===== config.mk =====
export PLATFORM = sky130hd
export DESIGN_NAME = seconds_to_calendar_date_time
export DESIGN_NICKNAME = d
export VERILOG_FILES = /design/src/stc_pkg.sv /design/src/seconds_to_calendar_date_time.sv /design/src/stc_day_split.sv /design/src/stc_time_split.sv /design/src/stc_date.sv
export SDC_FILE = /design/constraint.sdc
export NUM_CORES = 2
export LEC_CHECK = 0
export ABC_AREA = 1
export BUFFER_PORTS_ARGS = -buffer_cell sky130_fd_sc_hd__clkbuf_2
export CAP_MARGIN = 30
export CORE_ASPECT_RATIO = 0.8
export CORE_MARGIN = 4
export CORE_UTILIZATION = 40
export CTS_CLUSTER_DIAMETER = 200
export DETAILED_ROUTE_END_ITERATION = 10
export GPL_TIMING_DRIVEN = 0
export PLACE_DENSITY_LB_ADDON = 0.15
export RECOVER_POWER = 50
export SLEW_MARGIN = 20
export SYNTH_ARGS = -nofsm -noshare
export SYNTH_HDL_FRONTEND = slang
export SYNTH_SLANG_ARGS = --single-unit

===== constraint.sdc =====
create_clock -name i_clk -period 13.8 [get_ports i_clk]
set_input_delay 2.07 -clock i_clk [delete_from_list [all_inputs] [get_ports i_clk]]
set_output_delay 2.07 -clock i_clk [all_outputs]
set_load 0.1 [all_outputs]

===== src/stc_pkg.sv =====
// Shared types, constants and the month table for the seconds to calendar converter.
// Depends on nothing; every RTL file imports it.
package stc_pkg;

    localparam int DN_W   = 20;
    localparam int TOD_W  = 17;
    localparam int SECS_W = 32;
    localparam int YEAR_W = 12;

    localparam logic [16:0] DAY_SECONDS = 17'd86400;
    localparam logic [25:0] DAY_RECIP   = 26'd50903316;
    localparam logic [19:0] EPOCH_DAY   = 20'd727869;
    localparam logic [15:0] MIN_RECIP   = 16'd34953;
    localparam logic [5:0]  MIN_SECONDS = 6'd60;
    localparam logic [17:0] ERA_DAYS    = 18'd146097;
    localparam logic [18:0] CENT_RECIP  = 19'd470373;
    localparam logic [20:0] QUAD_RECIP  = 21'd1469873;
    localparam logic [20:0] YEAR_RECIP  = 21'd1470880;
    localparam logic [10:0] C25_RECIP   = 11'd1311;
    localparam logic [8:0]  YEAR_DAYS   = 9'd365;
    localparam logic [7:0]  GROUP_DAYS  = 8'd153;
    localparam logic [5:0]  MONTH_PAIR  = 6'd61;
    localparam logic [4:0]  MONTH_COUNT = 5'd12;

    typedef struct packed {
        logic              neg;
        logic [DN_W-1:0]   dn;
        logic [TOD_W-1:0]  tod;
    } t_split;

    typedef struct packed {
        logic       neg;
        logic [4:0] hour;
        logic [5:0] minute;
        logic [5:0] second;
    } t_hms;

    typedef struct packed {
        logic [YEAR_W-1:0] year;
        logic [3:0]        month;
        logic [4:0]        day;
    } t_date;

    // Days from 1 March to the first day of each month of a March-based year.
    function automatic logic [8:0] month_start(input logic [4:0] mo);
        logic [8:0] days;
        case (mo)
            5'd0:    days = 9'd0;
            5'd1:    days = 9'd31;
            5'd2:    days = 9'd61;
            5'd3:    days = 9'd92;
            5'd4:    days = 9'd122;
            5'd5:    days = 9'd153;
            5'd6:    days = 9'd184;
            5'd7:    days = 9'd214;
            5'd8:    days = 9'd245;
            5'd9:    days = 9'd275;
            5'd10:   days = 9'd306;
            5'd11:   days = 9'd337;
            default: days = 9'd0;
        endcase
        return days;
    endfunction

endpackage


===== src/seconds_to_calendar_date_time.sv =====
// Top level of the seconds to calendar date and time converter.
// Depends on stc_pkg, stc_day_split, stc_time_split and stc_date.
//
// Input channel: i_valid, o_stall and i_timestamp, seconds since 1993-01-01.
// A transfer happens at a rising edge with i_valid high and o_stall low.
// Output channel: o_valid, i_stall and the year, month, day, hour, minute,
// second and out_of_range fields; a transfer happens with o_valid high and
// i_stall low. Every input transfer yields exactly one output transfer.
// The timezone offset register is written by i_cfg_we and i_cfg_wdata; the user
// must write it only while the block is empty, as the block does not enforce it.
// It resets to zero. Throughput is one item per cycle while no stage stalls.
// An input transfer reaches o_valid through the day split, time of day and date
// stages and one output register. Each stage holds its own valid bit, so a
// stalled receiver freezes only the full stages at the tail and bubbles still
// close up. Reset empties every stage. Local times before the epoch give
// out_of_range with all other fields zero.
module seconds_to_calendar_date_time import stc_pkg::*; (
    input  logic        i_clk,
    input  logic        i_rst_n,
    input  logic        i_cfg_we,
    input  logic [17:0] i_cfg_wdata,
    input  logic        i_valid,
    output logic        o_stall,
    input  logic [30:0] i_timestamp,
    output logic        o_valid,
    input  logic        i_stall,
    output logic [11:0] o_year,
    output logic [3:0]  o_month,
    output logic [4:0]  o_day_of_month,
    output logic [4:0]  o_hour,
    output logic [5:0]  o_minute,
    output logic [5:0]  o_second,
    output logic        o_out_of_range
);

    logic signed [17:0] r_tz_offset;

    t_split          split_data;
    logic            split_valid;
    logic            split_stall;
    t_hms            time_hms;
    logic [DN_W-1:0] time_dn;
    logic            time_valid;
    logic            time_stall;
    t_date           date_date;
    t_hms            date_hms;
    logic            date_valid;
    logic            date_stall;

    logic            r_vld;
    t_date           r_date;
    t_hms            r_hms;
    t_date           n_date;
    t_hms            n_hms;

    always_ff @(posedge i_clk) begin
        if (!i_rst_n) begin
            r_tz_offset <= '0;
        end else if (i_cfg_we) begin
            r_tz_offset <= $signed(i_cfg_wdata);
        end
    end

    stc_day_split u_day_split (
        .i_clk       (i_clk),
        .i_rst_n     (i_rst_n),
        .i_valid     (i_valid),
        .o_stall     (o_stall),
        .i_timestamp (i_timestamp),
        .i_tz_offset (r_tz_offset),
        .o_valid     (split_valid),
        .i_stall     (split_stall),
        .o_data      (split_data)
    );

    stc_time_split u_time_split (
        .i_clk   (i_clk),
        .i_rst_n (i_rst_n),
        .i_valid (split_valid),
        .o_stall (split_stall),
        .i_data  (split_data),
        .o_valid (time_valid),
        .i_stall (time_stall),
        .o_hms   (time_hms),
        .o_dn    (time_dn)
    );

    stc_date u_date (
        .i_clk   (i_clk),
        .i_rst_n (i_rst_n),
        .i_valid (time_valid),
        .o_stall (time_stall),
        .i_dn    (time_dn),
        .i_hms   (time_hms),
        .o_valid (date_valid),
        .i_stall (date_stall),
        .o_date  (date_date),
        .o_hms   (date_hms)
    );

    assign date_stall = r_vld && i_stall;

    always_comb begin
        if (date_hms.neg) begin
            n_date = '0;
            n_hms  = '0;
            n_hms.neg = 1'b1;
        end else begin
            n_date = date_date;
            n_hms  = date_hms;
        end
    end

    always_ff @(posedge i_clk) begin
        if (!i_rst_n) begin
            r_vld <= 1'b0;
        end else if (!date_stall) begin
            r_vld <= date_valid;
        end
    end

    always_ff @(posedge i_clk) begin
        if (!date_stall) begin
            r_date <= n_date;
            r_hms  <= n_hms;
        end
    end

    assign o_valid        = r_vld;
    assign o_year         = r_date.year;
    assign o_month        = r_date.month;
    assign o_day_of_month = r_date.day;
    assign o_hour         = r_hms.hour;
    assign o_minute       = r_hms.minute;
    assign o_second       = r_hms.second;
    assign o_out_of_range = r_hms.neg;

endmodule


===== src/stc_day_split.sv =====
// Four-stage section: applies the timezone offset and splits local seconds into
// a day number and seconds of the day. Depends on stc_pkg.
module stc_day_split import stc_pkg::*; (
    input  logic               i_clk,
    input  logic               i_rst_n,
    input  logic               i_valid,
    output logic               o_stall,
    input  logic [30:0]        i_timestamp,
    input  logic signed [17:0] i_tz_offset,
    output logic               o_valid,
    input  logic               i_stall,
    output t_split             o_data
);

    logic [3:0] r_vld;
    logic [3:0] en;

    logic              r1_neg;
    logic [SECS_W-1:0] r1_secs;
    logic              r2_neg;
    logic [SECS_W-1:0] r2_secs;
    logic [15:0]       r2_q;
    logic              r3_neg;
    logic [15:0]       r3_q;
    logic [17:0]       r3_rem;
    t_split            r4_data;

    logic [32:0]       n1_local;
    logic [50:0]       prod2;
    logic [15:0]       n2_q;
    logic [32:0]       prod3;
    logic [31:0]       diff3;
    logic [17:0]       n3_rem;
    logic [17:0]       rem_adj;
    t_split            n4_data;

    always_comb begin
        en[3] = !r_vld[3] || !i_stall;
        for (int k = 2; k >= 0; k--) begin
            en[k] = !r_vld[k] || en[k+1];
        end
    end

    assign o_stall = !en[0];
    assign o_valid = r_vld[3];
    assign o_data  = r4_data;

    always_comb begin
        n1_local = {2'b00, i_timestamp} - {{15{i_tz_offset[17]}}, i_tz_offset};
        prod2    = 51'(r1_secs[31:7]) * 51'(DAY_RECIP);
        n2_q     = prod2[50:35];
        prod3    = 33'(r2_q) * 33'(DAY_SECONDS);
        diff3    = r2_secs - prod3[31:0];
        n3_rem   = diff3[17:0];
        n4_data.neg = r3_neg;
        if (r3_rem >= 18'(DAY_SECONDS)) begin
            rem_adj    = r3_rem - 18'(DAY_SECONDS);
            n4_data.dn = 20'(r3_q) + EPOCH_DAY + 20'd1;
        end else begin
            rem_adj    = r3_rem;
            n4_data.dn = 20'(r3_q) + EPOCH_DAY;
        end
        n4_data.tod = rem_adj[16:0];
    end

    always_ff @(posedge i_clk) begin
        if (!i_rst_n) begin
            r_vld <= '0;
        end else begin
            if (en[0]) r_vld[0] <= i_valid;
            for (int k = 1; k < 4; k++) begin
                if (en[k]) r_vld[k] <= r_vld[k-1];
            end
        end
    end

    always_ff @(posedge i_clk) begin
        if (en[0]) begin
            r1_neg  <= n1_local[32];
            r1_secs <= n1_local[31:0];
        end
        if (en[1]) begin
            r2_neg  <= r1_neg;
            r2_secs <= r1_secs;
            r2_q    <= n2_q;
        end
        if (en[2]) begin
            r3_neg <= r2_neg;
            r3_q   <= r2_q;
            r3_rem <= n3_rem;
        end
        if (en[3]) begin
            r4_data <= n4_data;
        end
    end

endmodule


===== src/stc_time_split.sv =====
// Three-stage section: turns seconds of the day into hour, minute and second and
// carries the day number along. Depends on stc_pkg.
module stc_time_split import stc_pkg::*; (
    input  logic            i_clk,
    input  logic            i_rst_n,
    input  logic            i_valid,
    output logic            o_stall,
    input  t_split          i_data,
    output logic            o_valid,
    input  logic            i_stall,
    output t_hms            o_hms,
    output logic [DN_W-1:0] o_dn
);

    logic [2:0] r_vld;
    logic [2:0] en;

    logic             r1_neg;
    logic [DN_W-1:0]  r1_dn;
    logic [TOD_W-1:0] r1_tod;
    logic [10:0]      r1_mt;
    logic             r2_neg;
    logic [DN_W-1:0]  r2_dn;
    logic [10:0]      r2_mt;
    logic [4:0]       r2_hr;
    logic [5:0]       r2_sec;
    t_hms             r3_hms;
    logic [DN_W-1:0]  r3_dn;

    logic [30:0]      prod1;
    logic [10:0]      n1_mt;
    logic [16:0]      secmul;
    logic [16:0]      secdiff;
    logic [24:0]      hrprod;
    logic [10:0]      minmul;
    logic [10:0]      mindiff;
    t_hms             n3_hms;

    always_comb begin
        en[2] = !r_vld[2] || !i_stall;
        for (int k = 1; k >= 0; k--) begin
            en[k] = !r_vld[k] || en[k+1];
        end
    end

    assign o_stall = !en[0];
    assign o_valid = r_vld[2];
    assign o_hms   = r3_hms;
    assign o_dn    = r3_dn;

    always_comb begin
        prod1   = 31'(i_data.tod[16:2]) * 31'(MIN_RECIP);
        n1_mt   = prod1[29:19];
        secmul  = 17'(r1_mt) * 17'(MIN_SECONDS);
        secdiff = r1_tod - secmul;
        hrprod  = 25'(r1_mt[10:2]) * 25'(MIN_RECIP);
        minmul  = 11'(r2_hr) * 11'(MIN_SECONDS);
        mindiff = r2_mt - minmul;
        n3_hms.neg    = r2_neg;
        n3_hms.hour   = r2_hr;
        n3_hms.minute = mindiff[5:0];
        n3_hms.second = r2_sec;
    end

    always_ff @(posedge i_clk) begin
        if (!i_rst_n) begin
            r_vld <= '0;
        end else begin
            if (en[0]) r_vld[0] <= i_valid;
            for (int k = 1; k < 3; k++) begin
                if (en[k]) r_vld[k] <= r_vld[k-1];
            end
        end
    end

    always_ff @(posedge i_clk) begin
        if (en[0]) begin
            r1_neg <= i_data.neg;
            r1_dn  <= i_data.dn;
            r1_tod <= i_data.tod;
            r1_mt  <= n1_mt;
        end
        if (en[1]) begin
            r2_neg <= r1_neg;
            r2_dn  <= r1_dn;
            r2_mt  <= r1_mt;
            r2_hr  <= hrprod[23:19];
            r2_sec <= secdiff[5:0];
        end
        if (en[2]) begin
            r3_hms <= n3_hms;
            r3_dn  <= r2_dn;
        end
    end

endmodule


===== src/stc_date.sv =====
// Eleven-stage section: converts a March-based day number into Gregorian year,
// month and day, carrying the time of day along. Depends on stc_pkg.
module stc_date import stc_pkg::*; (
    input  logic            i_clk,
    input  logic            i_rst_n,
    input  logic            i_valid,
    output logic            o_stall,
    input  logic [DN_W-1:0] i_dn,
    input  t_hms            i_hms,
    output logic            o_valid,
    input  logic            i_stall,
    output t_date           o_date,
    output t_hms            o_hms
);

    localparam int STAGES = 11;

    logic [STAGES-1:0] r_vld;
    logic [STAGES-1:0] en;

    t_hms              r_hms [STAGES];
    logic [DN_W-1:0]   r_dn  [7];

    logic [DN_W-1:0]   r0_x1;
    logic [DN_W-1:0]   r1_x1;
    logic [4:0]        r1_q2;
    logic [DN_W-1:0]   r2_x2;
    logic [DN_W-1:0]   r3_x2;
    logic [10:0]       r3_q3;
    logic [DN_W-1:0]   r4_x3;
    logic [YEAR_W-1:0] r5_yr;
    logic [YEAR_W-1:0] r6_yr;
    logic [20:0]       r6_y365;
    logic [5:0]        r6_c100;
    logic [3:0]        r6_c400;
    logic [YEAR_W-1:0] r7_yr;
    logic [8:0]        r7_doy;
    logic [YEAR_W-1:0] r8_yr;
    logic [8:0]        r8_doy;
    logic [1:0]        r8_q4;
    logic [7:0]        r8_r;
    logic [YEAR_W-1:0] r9_yr;
    logic [8:0]        r9_doy;
    logic [4:0]        r9_mo;
    t_date             r10_date;

    logic [20:0]       dn1;
    logic [2:0]        q1;
    logic [36:0]       prod1;
    logic [20:0]       xp3;
    logic [41:0]       prod3;
    logic [40:0]       prod5;
    logic [20:0]       p100;
    logic [18:0]       p400;
    logic [20:0]       sum7;
    logic [1:0]        q4;
    logic [8:0]        base8;
    logic [8:0]        rem8;
    logic [8:0]        r2x;
    logic [2:0]        cnt9;
    logic [4:0]        n9_mo;
    logic [9:0]        dsum;
    logic [4:0]        mo2;
    logic [4:0]        mo_adj;
    t_date             n10_date;

    always_comb begin
        en[STAGES-1] = !r_vld[STAGES-1] || !i_stall;
        for (int k = STAGES - 2; k >= 0; k--) begin
            en[k] = !r_vld[k] || en[k+1];
        end
    end

    assign o_stall = !en[0];
    assign o_valid = r_vld[STAGES-1];
    assign o_date  = r10_date;
    assign o_hms   = r_hms[STAGES-1];

    always_comb begin
        dn1 = 21'(i_dn) + 21'd1;
        q1  = 3'd0;
        for (int k = 1; k <= 7; k++) begin
            q1 = q1 + 3'(dn1 >= 21'(k * ERA_DAYS));
        end
        prod1 = 37'(r0_x1[19:2]) * 37'(CENT_RECIP);
        xp3   = 21'(r2_x2) + 21'd1;
        prod3 = 42'(xp3) * 42'(QUAD_RECIP);
        prod5 = 41'(r4_x3) * 41'(YEAR_RECIP);
        p100  = 21'(r5_yr[11:2]) * 21'(C25_RECIP);
        p400  = 19'(r5_yr[11:4]) * 19'(C25_RECIP);
        sum7  = 21'(r_dn[6]) - r6_y365 - 21'(r6_yr[11:2]) + 21'(r6_c100) - 21'(r6_c400);
        q4    = 2'(r7_doy >= 9'(GROUP_DAYS)) + 2'(r7_doy >= 9'(2 * GROUP_DAYS))
              + 2'(r7_doy >= 9'(3 * GROUP_DAYS));
        base8 = 9'(q4) * 9'(GROUP_DAYS);
        rem8  = r7_doy - base8;
        r2x   = {r8_r, 1'b0};
        cnt9  = 3'd0;
        for (int k = 1; k <= 5; k++) begin
            cnt9 = cnt9 + 3'(r2x >= 9'(k * MONTH_PAIR));
        end
        n9_mo = 5'(r8_q4) * 5'd5 + 5'(cnt9);
        dsum  = 10'(r9_doy) + 10'd1 - 10'(month_start(r9_mo));
        mo2   = r9_mo + 5'd2;
        n10_date.day = dsum[4:0];
        if (mo2 >= MONTH_COUNT) begin
            mo_adj        = mo2 - MONTH_COUNT + 5'd1;
            n10_date.year = r9_yr + 12'd1;
        end else begin
            mo_adj        = mo2 + 5'd1;
            n10_date.year = r9_yr;
        end
        n10_date.month = mo_adj[3:0];
    end

    always_ff @(posedge i_clk) begin
        if (!i_rst_n) begin
            r_vld <= '0;
        end else begin
            if (en[0]) r_vld[0] <= i_valid;
            for (int k = 1; k < STAGES; k++) begin
                if (en[k]) r_vld[k] <= r_vld[k-1];
            end
        end
    end

    always_ff @(posedge i_clk) begin
        if (en[0]) begin
            r_hms[0] <= i_hms;
            r_dn[0]  <= i_dn;
            r0_x1    <= i_dn - 20'(q1);
        end
        for (int k = 1; k < STAGES; k++) begin
            if (en[k]) r_hms[k] <= r_hms[k-1];
        end
        for (int k = 1; k < 7; k++) begin
            if (en[k]) r_dn[k] <= r_dn[k-1];
        end
        if (en[1]) begin
            r1_x1 <= r0_x1;
            r1_q2 <= prod1[36:32];
        end
        if (en[2]) begin
            r2_x2 <= r1_x1 + 20'(r1_q2);
        end
        if (en[3]) begin
            r3_x2 <= r2_x2;
            r3_q3 <= prod3[41:31];
        end
        if (en[4]) begin
            r4_x3 <= r3_x2 - 20'(r3_q3);
        end
        if (en[5]) begin
            r5_yr <= prod5[40:29];
        end
        if (en[6]) begin
            r6_yr   <= r5_yr;
            r6_y365 <= 21'(r5_yr) * 21'(YEAR_DAYS);
            r6_c100 <= p100[20:15];
            r6_c400 <= p400[18:15];
        end
        if (en[7]) begin
            r7_yr  <= r6_yr;
            r7_doy <= sum7[8:0];
        end
        if (en[8]) begin
            r8_yr  <= r7_yr;
            r8_doy <= r7_doy;
            r8_q4  <= q4;
            r8_r   <= rem8[7:0];
        end
        if (en[9]) begin
            r9_yr  <= r8_yr;
            r9_doy <= r8_doy;
            r9_mo  <= n9_mo;
        end
        if (en[10]) begin
            r10_date <= n10_date;
        end
    end

endmodule


==> results.py <==
metrics = {
    "timing": {
        "fin_ws_ns": 3.72,
        "final.setup.tns_ns": 0,
        "fmax_ghz": 0.0992,
        "rsz0062_at_grt": "no",
        "setup_viol": 0,
        "finalHoldViolations": 0,
        "period_share": 0.730,
        "maxSlewHeadroom": -0.367,
        "final.setup_skew_ns": 0.0769,
        "fin_crit_ns": 10.08,
        "drv_slew": 103,
        "worst_pin_slew_ns": 2.05,
    },
    "synthesis": {
        "synth_top_area_cell": "edfxtp_1",
        "synth_area_leaders": "edfxtp_1, ha_1, fa_1",
        "yosys_warnings": 0,
        "syn_avg_cell_area_um2": 10.9,
        "synthCells": 6527,
        "synth_area_um2": 71400,
        "synth_ff_type": "edfxtp_1",
        "ys_seq_area_frac": 0.349,
        "synth_compound_area_frac": 0.0544,
        "synth.mux.area_fraction": 0,
        "ys_async_sr_fraction": 0,
        "yosys.cell_types.count": 64,
        "netlist.area_leader.share": 0.338,
        "synth_edf_count": 803,
        "yosys.area_share.simple": 0.0804,
        "synth_fa_ha_area_frac": 0.400,
        "synthesis.nets": 8453,
        "synth_xor_area_frac": 0.0373,
        "ys_ff_latch": 845,
        "synth_top_family_by_area": "adder cells",
    },
    "global_routing": {
        "grt_pass1_vias": 45841,
        "antenna_found_initial": 5,
        "gr-total-overflow": 0,
        "grt_usage": 0.176,
        "grt_max_degree": 54,
        "grt_pass1_wl_mm": 257,
    },
    "floorplan": {
        "io_pins": 95,
        "fp-row-count": 138,
        "die_h_um": 386,
        "chipWidth_um": 480,
        "start_util": 0.403,
        "core_area_um2": 177000,
        "die_area_um2": 185000,
    },
    "critical_path": {
        "cp_max_fo": 41,
        "start_kind": "primary input",
        "crit_top_cell": "nand4_4",
        "rrSetupSlack_ns": 5.31,
        "arrival_ns": 8.01,
        "crit_path_end_kind": "primary output",
        "crit_type": "primary input to primary output",
        "cp_cell_sequence": "clkbuf_1, nand4_1, clkbuf_1, nor2_1, nand4_4, nor2_4, nand4_4, nor2_4, nand4_4, nor2_4, nand4_4, inv_1, clkbuf_2",
        "worst_path_max_delay_cell": "clkbuf_1",
        "worst-endpoint-required_ns": 11.73,
        "worst_path_largest_cell_delay_ns": 0.90,
    },
    "placed_design": {
        "portBuffers": 93,
        "placed_cells": 9022,
        "place_area_um2": 75400,
        "dp_slack_ns": 3.59,
        "gp_congestion": 0.885,
        "post-dp-hpwl_mm": 134,
    },
    "final_layout": {
        "post-route-cell-area_um2": 78300,
        "drive_above_1_share": 0.0474,
        "instances_no_fill": 9188,
        "antenna_cells": 0,
        "nets": 8660,
        "synthToLayoutAreaGrowth_pct": 9.56,
    },
    "detailed_routing": {
        "first_pass_iters": 5,
        "ant_nets": 0,
        "drt-vias-per-instance": 4.82,
        "drt-total-wl_mm": 159,
        "routedWlPerCell_um": 17.3,
        "drcViolationCount": 0,
        "via_count": 44290,
        "drtIter0Drc": 2392,
    },
    "clocking": {
        "clk_path_buf_depth": 3,
        "htreeDepth": 3,
        "holdBufCountCts": 0,
        "post_cts_buffers": 0,
        "clk_pin_slew_worst_paths_ns": 0.06,
        "clock_sinks": 845,
        "clock_latency_ns": 0.73,
        "root_buffer": "clkbuf_16",
        "cts_tree": "yes",
        "ctsResizeCount": 0,
        "cts_buffers": 87,
    },
    "status": {
        "violations": "capacitance limit, slew limit",
        "status": "finished, violations left",
    },
    "hold_path": {
        "hp-class": "register to register",
    },
    "flow_run": {
        "drv.max_cap_violation_count": 3,
    },
}
[state kept, by name, indices dropped and copies added (netlist names), 12 cells and up, named ones only]
register             count
u_date.r9_yr            12
u_day_split.r3_q        16
o_year                  12
u_date.r3_x2            20
u_day_split.o_data      38
u_day_split.r2_q        16
u_date.r0_x1            20
u_date.r_dn             63
u_day_split.r1_secs     32
u_time_split.r2_dn      20
u_date.r1_x1            20
u_date.o_date           21
u_date.r8_yr            12
u_day_split.r2_secs     18
u_day_split.r3_rem      18
u_date.r2_x2            20
u_date.r4_x3            20
r_tz_offset             18
u_date.r7_yr            12
u_date.r5_yr            12
u_time_split.o_hms      18
u_time_split.r1_dn      20
u_time_split.o_dn       20
u_date.r_hms           198
[synthesized netlist by cell type (9+ instances only)]
master	n
a211oi_1	11
clkbuf_1	11
a31oi_1	26
xor2_1	200
dfxtp_1	42
nor4_1	29
nor3_1	54
fa_1	688
nand4_1	59
xnor2_1	95
a21oi_1	354
nand3_1	146
or2_2	10
nand2_1	598
o31ai_1	9
o211ai_1	12
o21bai_1	12
o21a_1	15
nor2_1	364
edfxtp_1	803
a21o_1	18
o21ai_0	207
ha_1	1184
inv_1	1462
inv_2	12
[placed cells by master, fill, tap and decap left out, types with 12 or more instances in the layout]
| cell | n |
|---|---|
| a21o_1 | 18 |
| a21oi_1 | 354 |
| a31oi_1 | 26 |
| clkbuf_1 | 39 |
| clkbuf_16 | 87 |
| clkbuf_2 | 92 |
| clkinv_2 | 15 |
| dfxtp_1 | 42 |
| edfxtp_1 | 803 |
| fa_1 | 688 |
| ha_1 | 1184 |
| inv_1 | 1459 |
| inv_2 | 15 |
| nand2_1 | 595 |
| nand3_1 | 143 |
| nand4_1 | 60 |
| nor2_1 | 365 |
| nor3_1 | 55 |
| nor4_1 | 29 |
| o211ai_1 | 12 |
| o21a_1 | 15 |
| o21ai_0 | 209 |
| o21bai_1 | 12 |
| xnor2_1 | 95 |
| xor2_1 | 200 |
[cell families (layout without fill, tap and decap cells)]
| family | count (synthesis) | in the layout |
|---|---|---|
| XOR/XNOR | 300 | 300 |
| flip-flops | 845 | 845 |
| AND/OR/NAND/NOR | 1313 | 1313 |
| buffers and inverters | 1491 | 1772 |
| AO/OA/AOI/OAI | 705 | 705 |
| other | 1 | 1 |
| adder cells (fa/ha/maj) | 1872 | 1872 |
[final timing paths]
check,startpoint,end,depth (start not counted)
max,i_stall,o_stall,13
min,u_date.r_hms[2][5]$_DFFE_PP_,u_date.r_hms[3][5]$_DFFE_PP_,0
max reg2reg,u_date.r2_x2[0]$_DFFE_PP_,u_date.r3_q3[8]$_DFFE_PP_,34
min reg2reg,u_date.r_hms[2][5]$_DFFE_PP_,u_date.r_hms[3][5]$_DFFE_PP_,0
[routing by layer]
metal	GRT usage	up-vias	part of all wire
li1	-	21899	-
met1	0.254	21592	0.49
met2	0.286	657	0.46
met3	0.0221	142	0.036
met4	0.0344	0	0.017
met5	0	-	0
[final cells by class]
type                            instances  area, µm²
Buffer                                 16       62.6
Tap cell                             2380       2980
Fill cell                           16788      98900
Sequential cell                       845      25000
Multi-Input combinational cell       4191      40900
Inverter                             1475       5540
Clock buffer                          107       2260
Clock inverter                         56        717
Timing Repair Buffer                  118        857
[critical path, delay by kind of cell]
| kind | cells | cell delay (ns) |
|---|---|---|
| AND/OR/NAND/NOR | 9 | 4.13 |
| buffers and inverters | 4 | 1.71 |
[through the flow]
step	utilization	hold WS, ns
2_1_floorplan	-	0.400
3_3_place_gp	0.423	0.401
4_1_cts	0.442	0.363
6_report	0.442	0.368
3_5_place_dp	0.425	0.405
5_1_grt	0.442	0.371
Power is not shown: default switching activity piles up to over one toggle a cycle in this logic, so the estimate is an artifact.
